`src/rtl/dve_pkg.sv`:
```
// Package for the delta varint encoder: item structs and code constants.
// Used by the top, front and back modules of the encoder; depends on nothing else.
package dve_pkg;

  typedef struct packed {
    logic signed [63:0] value;
    logic               first_item;
  } in_item_t;

  typedef struct packed {
    logic [7:0] code_byte;
    logic       last_byte;
    logic [3:0] code_length;
  } out_item_t;

  localparam logic [7:0] END_FLAG   = 8'h80;
  localparam logic [7:0] NEG_FLAG   = 8'h40;
  localparam logic [5:0] LOW_MASK   = 6'h3F;
  localparam logic [6:0] GROUP_MASK = 7'h7F;
  localparam int         LOW_BITS   = 6;
  localparam int         GROUP_BITS = 7;
  localparam int         MAX_BYTES  = 10;
  localparam int         LEN_W      = 4;

endpackage

```
`src/rtl/delta_varint_encoder_unit.sv`:
```
// Delta varint encoder. Each item (a signed value and a first-of-vector
// flag) becomes 1 to 10 code bytes, most significant group first, sent one
// byte per cycle, unless out_ready stalls, through a registered output. An
// item with an n-byte code holds the byte emitter for all of its bytes,
// so the byte emitter sets the item throughput. After the input accept
// edge the item enters the delta stage, then the two-entry queue, then the
// output register. Input items keep flowing into the front stage and
// queue while bytes drain.
// Depends on dve_pkg, dve_front, dve_queue and dve_back.
module delta_varint_encoder_unit import dve_pkg::*; #(
  parameter int VALUE_WIDTH = 64
) (
  input  logic      clk,
  input  logic      rst_n,
  input  logic      cfg_wr_en,
  input  logic      cfg_wr_data,
  input  logic      in_valid,
  output logic      in_ready,
  input  in_item_t  in_data,
  output logic      out_valid,
  input  logic      out_ready,
  output out_item_t out_data
);

  localparam int Q_W = VALUE_WIDTH + 1 + LEN_W;

  logic                   delta_mode_r, delta_mode_nxt;
  logic                   push_valid, push_ready;
  logic [VALUE_WIDTH-1:0] push_mag;
  logic                   push_neg;
  logic [LEN_W-1:0]       push_len;
  logic                   pop_valid, pop_ready;
  logic [Q_W-1:0]         pop_data;

  assign delta_mode_nxt = cfg_wr_en ? cfg_wr_data : delta_mode_r;

  always_ff @(posedge clk) begin
    if (!rst_n) begin
      delta_mode_r <= 1'b0;
    end else begin
      delta_mode_r <= delta_mode_nxt;
    end
  end

  dve_front #(.VALUE_WIDTH(VALUE_WIDTH)) u_front (
    .clk        (clk),
    .rst_n      (rst_n),
    .delta_mode (delta_mode_r),
    .in_valid   (in_valid),
    .in_ready   (in_ready),
    .in_data    (in_data),
    .push_valid (push_valid),
    .push_ready (push_ready),
    .push_mag   (push_mag),
    .push_neg   (push_neg),
    .push_len   (push_len)
  );

  dve_queue #(.DATA_W(Q_W)) u_queue (
    .clk        (clk),
    .rst_n      (rst_n),
    .push_valid (push_valid),
    .push_ready (push_ready),
    .push_data  ({push_mag, push_neg, push_len}),
    .pop_valid  (pop_valid),
    .pop_ready  (pop_ready),
    .pop_data   (pop_data)
  );

  dve_back #(.VALUE_WIDTH(VALUE_WIDTH)) u_back (
    .clk       (clk),
    .rst_n     (rst_n),
    .pop_valid (pop_valid),
    .pop_ready (pop_ready),
    .pop_mag   (pop_data[Q_W-1 -: VALUE_WIDTH]),
    .pop_neg   (pop_data[LEN_W]),
    .pop_len   (pop_data[LEN_W-1:0]),
    .out_valid (out_valid),
    .out_ready (out_ready),
    .out_data  (out_data)
  );

`ifndef NO_ASSERTIONS
  a_len_range: assert property (@(posedge clk) disable iff (!rst_n)
    out_valid |-> (out_data.code_length >= 4'd1 && out_data.code_length <= 4'd10))
    else $error("code length out of range");

  a_single_is_last: assert property (@(posedge clk) disable iff (!rst_n)
    (out_valid && out_data.code_length == 4'd1) |-> out_data.last_byte)
    else $error("one-byte code without last byte flag");

  a_lead_no_stop: assert property (@(posedge clk) disable iff (!rst_n)
    (out_valid && !out_data.last_byte) |-> !out_data.code_byte[7])
    else $error("leading byte carries stop bit");

  a_code_continues: assert property (@(posedge clk) disable iff (!rst_n)
    (out_valid && out_ready && !out_data.last_byte) |=>
      (out_valid && out_data.code_length == $past(out_data.code_length)))
    else $error("code broken off before its last byte");
`endif

endmodule

```
`src/rtl/dve_front.sv`:
```
// Front end of the delta varint encoder: takes items, applies the delta in
// delta mode, splits sign and magnitude, finds the code length. Uses dve_pkg.
module dve_front import dve_pkg::*; #(
  parameter int VALUE_WIDTH = 64
) (
  input  logic                   clk,
  input  logic                   rst_n,
  input  logic                   delta_mode,
  input  logic                   in_valid,
  output logic                   in_ready,
  input  in_item_t               in_data,
  output logic                   push_valid,
  input  logic                   push_ready,
  output logic [VALUE_WIDTH-1:0] push_mag,
  output logic                   push_neg,
  output logic [LEN_W-1:0]       push_len
);

  logic [VALUE_WIDTH-1:0] prev_r, prev_nxt;
  logic [VALUE_WIDTH-1:0] num_r, num_nxt;
  logic                   stg_valid_r, stg_valid_nxt;
  logic [VALUE_WIDTH-1:0] x;
  logic [VALUE_WIDTH-1:0] prev_sel;
  logic                   accept;
  logic [VALUE_WIDTH-1:0] mag;
  logic [63:0]            mag_ext;
  logic [LEN_W-1:0]       len;

  assign x        = in_data.value[VALUE_WIDTH-1:0];
  assign prev_sel = in_data.first_item ? '0 : prev_r;
  assign in_ready = !stg_valid_r || push_ready;
  assign accept   = in_valid && in_ready;

  always_comb begin
    prev_nxt      = prev_r;
    num_nxt       = num_r;
    stg_valid_nxt = stg_valid_r;
    if (accept) begin
      // The previous raw input is tracked in both modes.
      prev_nxt      = x;
      num_nxt       = delta_mode ? (x - prev_sel) : x;
      stg_valid_nxt = 1'b1;
    end else if (push_ready) begin
      stg_valid_nxt = 1'b0;
    end
  end

  always_ff @(posedge clk) begin
    if (!rst_n) begin
      prev_r      <= '0;
      stg_valid_r <= 1'b0;
    end else begin
      prev_r      <= prev_nxt;
      stg_valid_r <= stg_valid_nxt;
    end
    num_r <= num_nxt;
  end

  // The most negative number negates to itself, which read unsigned is
  // the correct magnitude.
  assign push_neg = num_r[VALUE_WIDTH-1];
  assign mag      = push_neg ? (~num_r + 1'b1) : num_r;
  assign mag_ext  = 64'(mag);

  always_comb begin
    len = LEN_W'(1);
    for (int k = 0; k < MAX_BYTES - 1; k++) begin
      if ((mag_ext >> (LOW_BITS + GROUP_BITS * k)) != 64'd0) begin
        len = LEN_W'(k + 2);
      end
    end
  end

  assign push_valid = stg_valid_r;
  assign push_mag   = mag;
  assign push_len   = len;

endmodule

```
`src/rtl/dve_queue.sv`:
```
// Two-entry queue between the front and back ends of the encoder.
// Stands alone; it depends on no other file.
module dve_queue #(
  parameter int DATA_W = 69
) (
  input  logic              clk,
  input  logic              rst_n,
  input  logic              push_valid,
  output logic              push_ready,
  input  logic [DATA_W-1:0] push_data,
  output logic              pop_valid,
  input  logic              pop_ready,
  output logic [DATA_W-1:0] pop_data
);

  localparam int DEPTH = 2;
  localparam int PTR_W = $clog2(DEPTH);
  localparam int CNT_W = $clog2(DEPTH + 1);

  logic [DATA_W-1:0] mem_r [DEPTH];
  logic [PTR_W-1:0]  wr_ptr_r, wr_ptr_nxt;
  logic [PTR_W-1:0]  rd_ptr_r, rd_ptr_nxt;
  logic [CNT_W-1:0]  cnt_r, cnt_nxt;
  logic              do_push, do_pop;

  assign push_ready = (cnt_r != CNT_W'(DEPTH));
  assign pop_valid  = (cnt_r != '0);
  assign do_push    = push_valid && push_ready;
  assign do_pop     = pop_valid && pop_ready;
  assign pop_data   = mem_r[rd_ptr_r];

  always_comb begin
    wr_ptr_nxt = wr_ptr_r;
    rd_ptr_nxt = rd_ptr_r;
    cnt_nxt    = cnt_r;
    if (do_push) begin
      wr_ptr_nxt = (wr_ptr_r == PTR_W'(DEPTH - 1)) ? '0 : wr_ptr_r + 1'b1;
    end
    if (do_pop) begin
      rd_ptr_nxt = (rd_ptr_r == PTR_W'(DEPTH - 1)) ? '0 : rd_ptr_r + 1'b1;
    end
    if (do_push && !do_pop) begin
      cnt_nxt = cnt_r + 1'b1;
    end else if (do_pop && !do_push) begin
      cnt_nxt = cnt_r - 1'b1;
    end
  end

  always_ff @(posedge clk) begin
    if (!rst_n) begin
      wr_ptr_r <= '0;
      rd_ptr_r <= '0;
      cnt_r    <= '0;
    end else begin
      wr_ptr_r <= wr_ptr_nxt;
      rd_ptr_r <= rd_ptr_nxt;
      cnt_r    <= cnt_nxt;
    end
    if (do_push) begin
      mem_r[wr_ptr_r] <= push_data;
    end
  end

endmodule

```
`src/rtl/dve_back.sv`:
```
// Back end of the delta varint encoder: walks the queued magnitude one
// byte per cycle when not stalled, into the output register. Uses dve_pkg.
module dve_back import dve_pkg::*; #(
  parameter int VALUE_WIDTH = 64
) (
  input  logic                   clk,
  input  logic                   rst_n,
  input  logic                   pop_valid,
  output logic                   pop_ready,
  input  logic [VALUE_WIDTH-1:0] pop_mag,
  input  logic                   pop_neg,
  input  logic [LEN_W-1:0]       pop_len,
  output logic                   out_valid,
  input  logic                   out_ready,
  output out_item_t              out_data
);

  logic [LEN_W-1:0] grp_r, grp_nxt;
  logic [LEN_W-1:0] grp_cur;
  logic             out_valid_r, out_valid_nxt;
  out_item_t        out_data_r;
  out_item_t        item;
  logic             load;
  logic [63:0]      mag_ext;
  logic [6:0]       grp_bits;

  // A zero group counter means the head entry has not been started yet.
  assign grp_cur   = (grp_r == '0) ? pop_len : grp_r;
  assign load      = pop_valid && (!out_valid_r || out_ready);
  assign pop_ready = load && (grp_cur == LEN_W'(1));
  assign mag_ext   = 64'(pop_mag);

  always_comb begin
    grp_bits = '0;
    for (int g = 2; g <= MAX_BYTES; g++) begin
      if (grp_cur == LEN_W'(g)) begin
        grp_bits = 7'(mag_ext >> (LOW_BITS + GROUP_BITS * (g - 2))) & GROUP_MASK;
      end
    end
  end

  always_comb begin
    item.code_length = pop_len;
    if (grp_cur == LEN_W'(1)) begin
      item.code_byte = END_FLAG | (pop_neg ? NEG_FLAG : 8'h00)
                       | {2'b00, pop_mag[5:0] & LOW_MASK};
      item.last_byte = 1'b1;
    end else begin
      item.code_byte = {1'b0, grp_bits};
      item.last_byte = 1'b0;
    end
  end

  always_comb begin
    grp_nxt       = grp_r;
    out_valid_nxt = out_valid_r;
    if (load) begin
      grp_nxt       = (grp_cur == LEN_W'(1)) ? '0 : grp_cur - 1'b1;
      out_valid_nxt = 1'b1;
    end else if (out_ready) begin
      out_valid_nxt = 1'b0;
    end
  end

  always_ff @(posedge clk) begin
    if (!rst_n) begin
      grp_r       <= '0;
      out_valid_r <= 1'b0;
    end else begin
      grp_r       <= grp_nxt;
      out_valid_r <= out_valid_nxt;
    end
    if (load) begin
      out_data_r <= item;
    end
  end

  assign out_valid = out_valid_r;
  assign out_data  = out_data_r;

endmodule

```
`config.mk`:
```
export PLATFORM = sky130hd
export DESIGN_NAME = delta_varint_encoder_unit
export DESIGN_NICKNAME = d
export VERILOG_FILES = /design/src/rtl/dve_pkg.sv /design/src/rtl/delta_varint_encoder_unit.sv /design/src/rtl/dve_front.sv /design/src/rtl/dve_queue.sv /design/src/rtl/dve_back.sv
export SDC_FILE = /design/constraint.sdc
export NUM_CORES = 1
export LEC_CHECK = 0
export BUFFER_PORTS_ARGS = -buffer_cell sky130_fd_sc_hd__buf_2
export CELL_PAD_IN_SITES_DETAIL_PLACEMENT = 0
export CELL_PAD_IN_SITES_GLOBAL_PLACEMENT = 1
export CORE_MARGIN = 2
export CORE_UTILIZATION = 51
export CTS_BUF_LIST = sky130_fd_sc_hd__clkbuf_4
export DETAILED_ROUTE_END_ITERATION = 8
export PLACE_DENSITY_LB_ADDON = 0.1
export SYNTH_ARGS = -nofsm -noshare
export SYNTH_HDL_FRONTEND = slang
export SYNTH_SLANG_ARGS = --single-unit
```
`constraint.sdc`:
```
create_clock -name clk -period 9.48 [get_ports clk]
set_input_delay 0.474 -clock clk [delete_from_list [all_inputs] [get_ports clk]]
set_output_delay 0.474 -clock clk [all_outputs]
set_load 0.02 [all_outputs]
```
# Word level (Yosys, flattened, before mapping)
# Memories as Yosys holds them, arrays and structs flattened. A register that Yosys moved wholly into a read port is not among the register bits.
# Index checks and enable logic that the tools add are counted.
# word_totals
in_bits,71
ff_bits,152
output_inout_bits,15
mem_bits_rw,138
elab_cells,98
n_memories,1
# op_classes
add_sub_neg,7
n_reduce_logical,27
n_mux,37
eq_ne,11
bitwise,2
# mem_list
name,words,width,rd,rd_ports_with_merged_regs,write_ports,line_no,source
u_queue.mem_r,2,69,1,1,1,dve_queue.sv:20,logic [DATA_W-1:0] mem_r [DEPTH];
# ops
operator,n
nonzero test 64 bit,9
two-way mux 64 bit,3
two-way mux 7 bit,10
"adder 64 x 1 -> 64 bit, second input constant",1
inverter 64 bit,1
subtractor 64 bit,1
two-way mux 4 bit,10
"== test 4 x 3 -> 1 bit, second input constant",4
"== test 4 bit, second input constant",3
two-way mux 1 bit,10
"== test 4 x 2 -> 1 bit, second input constant",2
two-way mux 8 bit,1
bitwise OR 8 x 6 -> 8 bit,1
nonzero test 2 bit,4
logical AND 1 bit,7
two-way mux 2 bit,3
"== test 4 x 1 -> 1 bit, second input constant",1
zero test 1 bit,4
zero test 4 bit,1
"subtractor 4 x 1 -> 4 bit, second input constant",1
"adder 1 bit, second input constant",2
"adder 2 x 1 -> 2 bit, second input constant",1
logical OR 1 bit,2
"!= test 2 bit, second input constant",1
"subtractor 2 x 1 -> 2 bit, second input constant",1

# Logic depth before layout (Yosys ltp)
# logic_depth
word_depth,13
mapped_depth,15
mapped_depth_nobuf,13

# Cells and area by module
# Synthesis repeated with hierarchy kept, for this count alone.
# unflattened
cells_unflattened,1768
hier_area_um2,17962.2
# modules_own_cells
mod,cells_per_inst,seq_area_each_um2,area_per_inst_um2,instances
dve_front,1316,3223.1,10934.2,1
dve_queue,239,4244.1,5260.0,1
dve_back,210,490.5,1731.7,1
delta_varint_encoder_unit,3,20.0,36.3,1

# Least setup slack after synthesis
# No wires, ideal clock.
# synth_path
kind,register to register
start,reg u_queue.cnt_r[0]
end,"mem u_queue.mem_r[0][0], enable pin"
stages_incl_launch_ff,4
arrival_ps,3514
synth_period_minus_slack_ps,4012
required_ps,8982
slack_ps,5468
cell_sequence,dfxtp_1 -> nand2b_1 -> nand2_1 -> nor2_1
# synth_via
elab_chain_len,4
# synth_rtl
element,line_no,source
start: declaration,dve_queue.sv:23,"logic [CNT_W-1:0] cnt_r, cnt_nxt;"
start signal: assignment,dve_queue.sv:57,cnt_r <= cnt_nxt;
!= test 2 bit,dve_queue.sv:26,assign push_ready = (cnt_r != CNT_W'(DEPTH));
logical AND 1 bit,dve_queue.sv:28,assign do_push = push_valid && push_ready;
two-way mux 1 bit,dve_queue.sv:59,if (do_push) begin
two-way mux 1 bit (not written as such),dve_queue.sv:60,mem_r[wr_ptr_r] <= push_data;
end: declaration,dve_queue.sv:20,
# No other way between the ends.

# Worst setup path in the final report
# layout_path
start,reg u_front.num_r[2]
end,"mem u_queue.mem_r[0][2], data pin"
# layout_via
elab_chain_len,11
elab_cells_between_ends,17
cone_classes,add/sub (1); mux (8); bitwise (1); reduce/logical (7)
# layout_rtl
element,line_no,source
start: declaration,dve_front.sv:20,"logic [VALUE_WIDTH-1:0] num_r, num_nxt;"
start signal: assignment,dve_front.sv:56,num_r <= num_nxt;
inverter 64 bit (*),dve_front.sv:62,assign mag = push_neg ? (~num_r + 1'b1) : num_r;
adder 64 x 1 -> 64 bit (*),dve_front.sv:62,
two-way mux 64 bit (*),dve_front.sv:62,
net push_mag[51],delta_varint_encoder_unit.sv:29,logic [VALUE_WIDTH-1:0] push_mag;
nonzero test 64 bit,dve_front.sv:68,if ((mag_ext >> (LOW_BITS + GROUP_BITS * k)) != 64'd0) begin
two-way mux 4 bit (4 in a row),dve_front.sv:68,
two-way mux 4 bit (*) (3 in a row),dve_front.sv:68,
net push_len[2],delta_varint_encoder_unit.sv:31,logic [LEN_W-1:0] push_len;
# Mark *: on every way through the listed nets, which the timed path passes. The rest lies on a longest branch.

==> impl_metrics.py <==
metrics = {
    "place": {
        "io_buffers": 85,
        "gp_congestion": 0.899,
        "hpwl_mm": 29.9,
    },
    "timing": {
        "max_clock_freq_mhz": 224,
        "skew_ps": 50.7,
        "hold_ws_ps": 47.7,
        "setup_tns_ps": 0,
        "layout_min_cycle_time_ps": 4460,
        "max_slew.worst_pin.slew_ps": 1050,
        "hold_violations": 0,
        "rsz0062_at_grt": "false",
        "setup_violations": 0,
        "relSlewSlack": 0.299,
        "slew_viol_final": 0,
        "min_period_over_period": 0.470,
    },
    "power_and_ir_drop": {
        "p_per_area_mw_per_mm2": 204,
        "p_total_mw": 4.04,
        "p_leak_nw": 7.10,
        "ir_drop_mv": 0.153,
    },
    "synthesis": {
        "synthArstFlopShare": 0,
        "yosys_register_bits": 291,
        "synth_warnings": 0,
        "netlist_area_sq_mm": 0.0174,
        "yosysSeqAreaShare": 0.458,
        "synth_top_area_frac": 0.371,
        "syn_area_per_cell_sq_um": 10.2,
        "synth_common_cells": "223 x nand2_1, 215 x edfxtp_1, 99 x a21oi_1",
        "synth_cell_types": 72,
        "synth_area_leader_cell": "edfxtp_1",
        "synthMostInstantiatedCell": "nand2_1",
        "syn_nets": 1852,
        "synthCells": 1711,
        "synth_edf_count": 215,
        "ys.flop_type": "edfxtp_1",
        "synthTopCellsByArea": "edfxtp_1 37%, dfxtp_1 8.7%, mux2_2 5.1%",
    },
    "floorplan": {
        "ios": 86,
        "start_util": 0.518,
        "std_cell_rows": 67,
        "die_area_sq_mm": 0.0356,
        "chipWidth_microns": 189,
        "dieHeight_microns": 189,
        "core_area_sq_mm": 0.0336,
    },
    "critical_path": {
        "critPathRequiredTime_ps": 10000,
        "crit_chain": "or4_4 > or3_1 > or4_1 > or3_1 > o31ai_1 > xnor2_1 > or3_1 > nor3_1 > nand2_1 > a21oi_1",
        "rrSetupSlack_ps": 5020,
        "critPathMaxStageDelay_ps": 660,
        "cp_max_fo": 11,
        "endpoint_kind": "register",
        "cpMaxStageDelayCell": "or4_1",
        "path_common_cell": "or3_1",
        "r2r-start": "u_front.num_r[2]$_DFFE_PP_",
        "worstSetupPathType": "reg -> reg",
        "timing.rr.end": "u_queue.mem_r[0][2]$_DFFE_PP_",
        "cp.arrival_ps": 4980,
        "crit_path_start_kind": "register",
        "reg2reg_depth": 10,
    },
    "global_routing": {
        "grt-ovfl-total": 0,
        "track_usage": 0.242,
        "grt_max_degree": 90,
        "grt_first_pass_wirelength_mm": 68.4,
        "grt_pass1_vias": 12800,
        "antenna_found_initial": 2,
    },
    "cts": {
        "cts.reportedPaths.clkPinSlew_ps": 70,
        "cts-htree-levels": 3,
        "cts.sinks": 291,
        "ctsResizeCount": 0,
        "cts_tree": "yes",
        "cts.path.max_buffers": 3,
        "clk_latency_ps": 750,
        "cts_made_buffers": 79,
        "cts_root_buffer": "clkbuf_4",
    },
    "drt": {
        "final_antenna_net_count": 0,
        "finalWirelength_mm": 42.7,
        "vias": 13300,
        "drcViolationCount": 0,
        "vias_per_cell": 5.60,
        "wl_per_cell_microns": 18.0,
        "drt_iter0_drc": 830,
        "dr.pass1.iters": 5,
    },
    "run": {
        "drv_cap": 0,
    },
    "layout": {
        "drive_gt1_frac": 0.174,
        "fillers": 2993,
        "synthToLayoutAreaGrowth_pct": 13.7,
        "layout.nets": 1999,
    },
    "hold_path": {
        "hold_path_depth": 3,
        "min_to": "u_front.prev_r[6]$_SDFFE_PN0P_",
        "hp-start": "in_data[7]",
        "min_path_type": "in -> reg",
    },
    "status": {
        "status": "complete, no violations",
    },
}
## through the flow
stage	utilization	std cells	setup WS, ps	instance area, sq um
floorplan	-	1711	5470	17400
global placement	0.539	2165	4920	18100
detailed placement	0.539	2165	4870	18100
CTS	0.589	2373	5020	19800
global route	0.589	2375	4770	19800
finish	0.589	2375	5020	19800
## how the worst max path moves through the flow
| stage | endpoint | start | depth (start not counted) | slack [ps] |
|---|---|---|---|---|
| after CTS | u_back.out_data[8]$_DFFE_PP_ | register | 12 | 5020 |
| after global placement | u_front.num_r[52]$_DFFE_PP_ | in_data[0] | 14 | 4920 |
| after detailed placement | u_front.num_r[52]$_DFFE_PP_ | in_data[0] | 14 | 4870 |
| after global routing | u_back.out_data[8]$_DFFE_PP_ | register | 12 | 4770 |
| after floorplan | u_queue.mem_r[0][0]$_DFFE_PP_ | u_queue.cnt_r[0]$_SDFFE_PN0P_ | 3 | 5470 |
| final | u_queue.mem_r[0][2]$_DFFE_PP_ | u_front.num_r[2]$_DFFE_PP_ | 10 | 5020 |
## repair_timing
item | in CTS | in global routing
hold buffers | 60 | 0
setup buffers | 0 | 0
endpoints found under the hold margin | 60 | 0
## layout by cell type (no fill, tap or decap), types with 23 or more instances in the layout
| cell type | count |
|---|---|
| nand2_1 | 222 |
| edfxtp_1 | 215 |
| clkbuf_4 | 120 |
| a21oi_1 | 99 |
| xnor2_1 | 95 |
| buf_2 | 85 |
| mux2_2 | 79 |
| nor2_1 | 76 |
| dfxtp_1 | 74 |
| a21boi_0 | 71 |
| nand2b_1 | 70 |
| ha_1 | 69 |
| o21ai_0 | 67 |
| dlygate4sd3_1 | 60 |
| a21o_1 | 42 |
| mux2i_1 | 41 |
| inv_1 | 38 |
| o31ai_1 | 28 |
| xor2_1 | 27 |
| nand4_1 | 23 |
## cells by family (layout without fill, tap and decap cells)
family | count (synthesis) | after routing | synth area share
adder cells (fa/ha/maj) | 70 | 70 | 0.0507
other | 0 | 2 | 0
multiplexers | 120 | 120 | 0.0746
AO/OA/AOI/OAI | 434 | 434 | 0.168
flip-flops | 291 | 291 | 0.458
XOR/XNOR | 122 | 122 | 0.0614
AND/OR/NAND/NOR | 544 | 544 | 0.157
buffers and inverters | 130 | 344 | 0.0303
## worst max-delay path, delay by kind of cell, from the launching register on
kind            cells  cell delay, ps
simple gates        7            3060
compound gates      2             580
flops               1             470
xor+xnor            1             150
## cell type report
cell class / instances / area, sq um / area share
Multi-Input combinational cell: 1290 / 8920 / 0.451
Sequential cell: 291 / 7980 / 0.403
Timing Repair Buffer: 157 / 1120 / 0.0564
Clock buffer: 120 / 901 / 0.0455
Tap cell: 448 / 561 / 0.0283
Clock inverter: 28 / 169 / 0.00853
Inverter: 39 / 149 / 0.00752
Antenna cell: 2 / 5.00 / 0.000253
## registers in the layout (all words and copies together) (netlist names), 2 cells and up, named ones only
register	cells
u_front.num_r	64
u_back.out_data	13
u_queue.cnt_r	2
u_back.grp_r	4
u_queue.mem_r	138
u_front.prev_r	64
## metal layers
| metal | routed length (microns) | vias up | GRT usage | part of all wire |
|---|---|---|---|---|
| li1 | - | 6675 | - | - |
| met1 | 20900 | 6279 | 0.346 | 0.49 |
| met2 | 19300 | 281 | 0.377 | 0.45 |
| met3 | 1740 | 55 | 0.0402 | 0.041 |
| met4 | 731 | 0 | 0.0751 | 0.017 |
| met5 | 0 | - | 0 | 0 |
## report_power, final
part	leakage, nW	switching (mW)	internal (mW)
clock	0.627	0.536	0.635
sequential	2.64	0.0786	1.57
combinational	3.83	0.735	0.485
No activity file was read; power rests on OpenSTA's default activity.
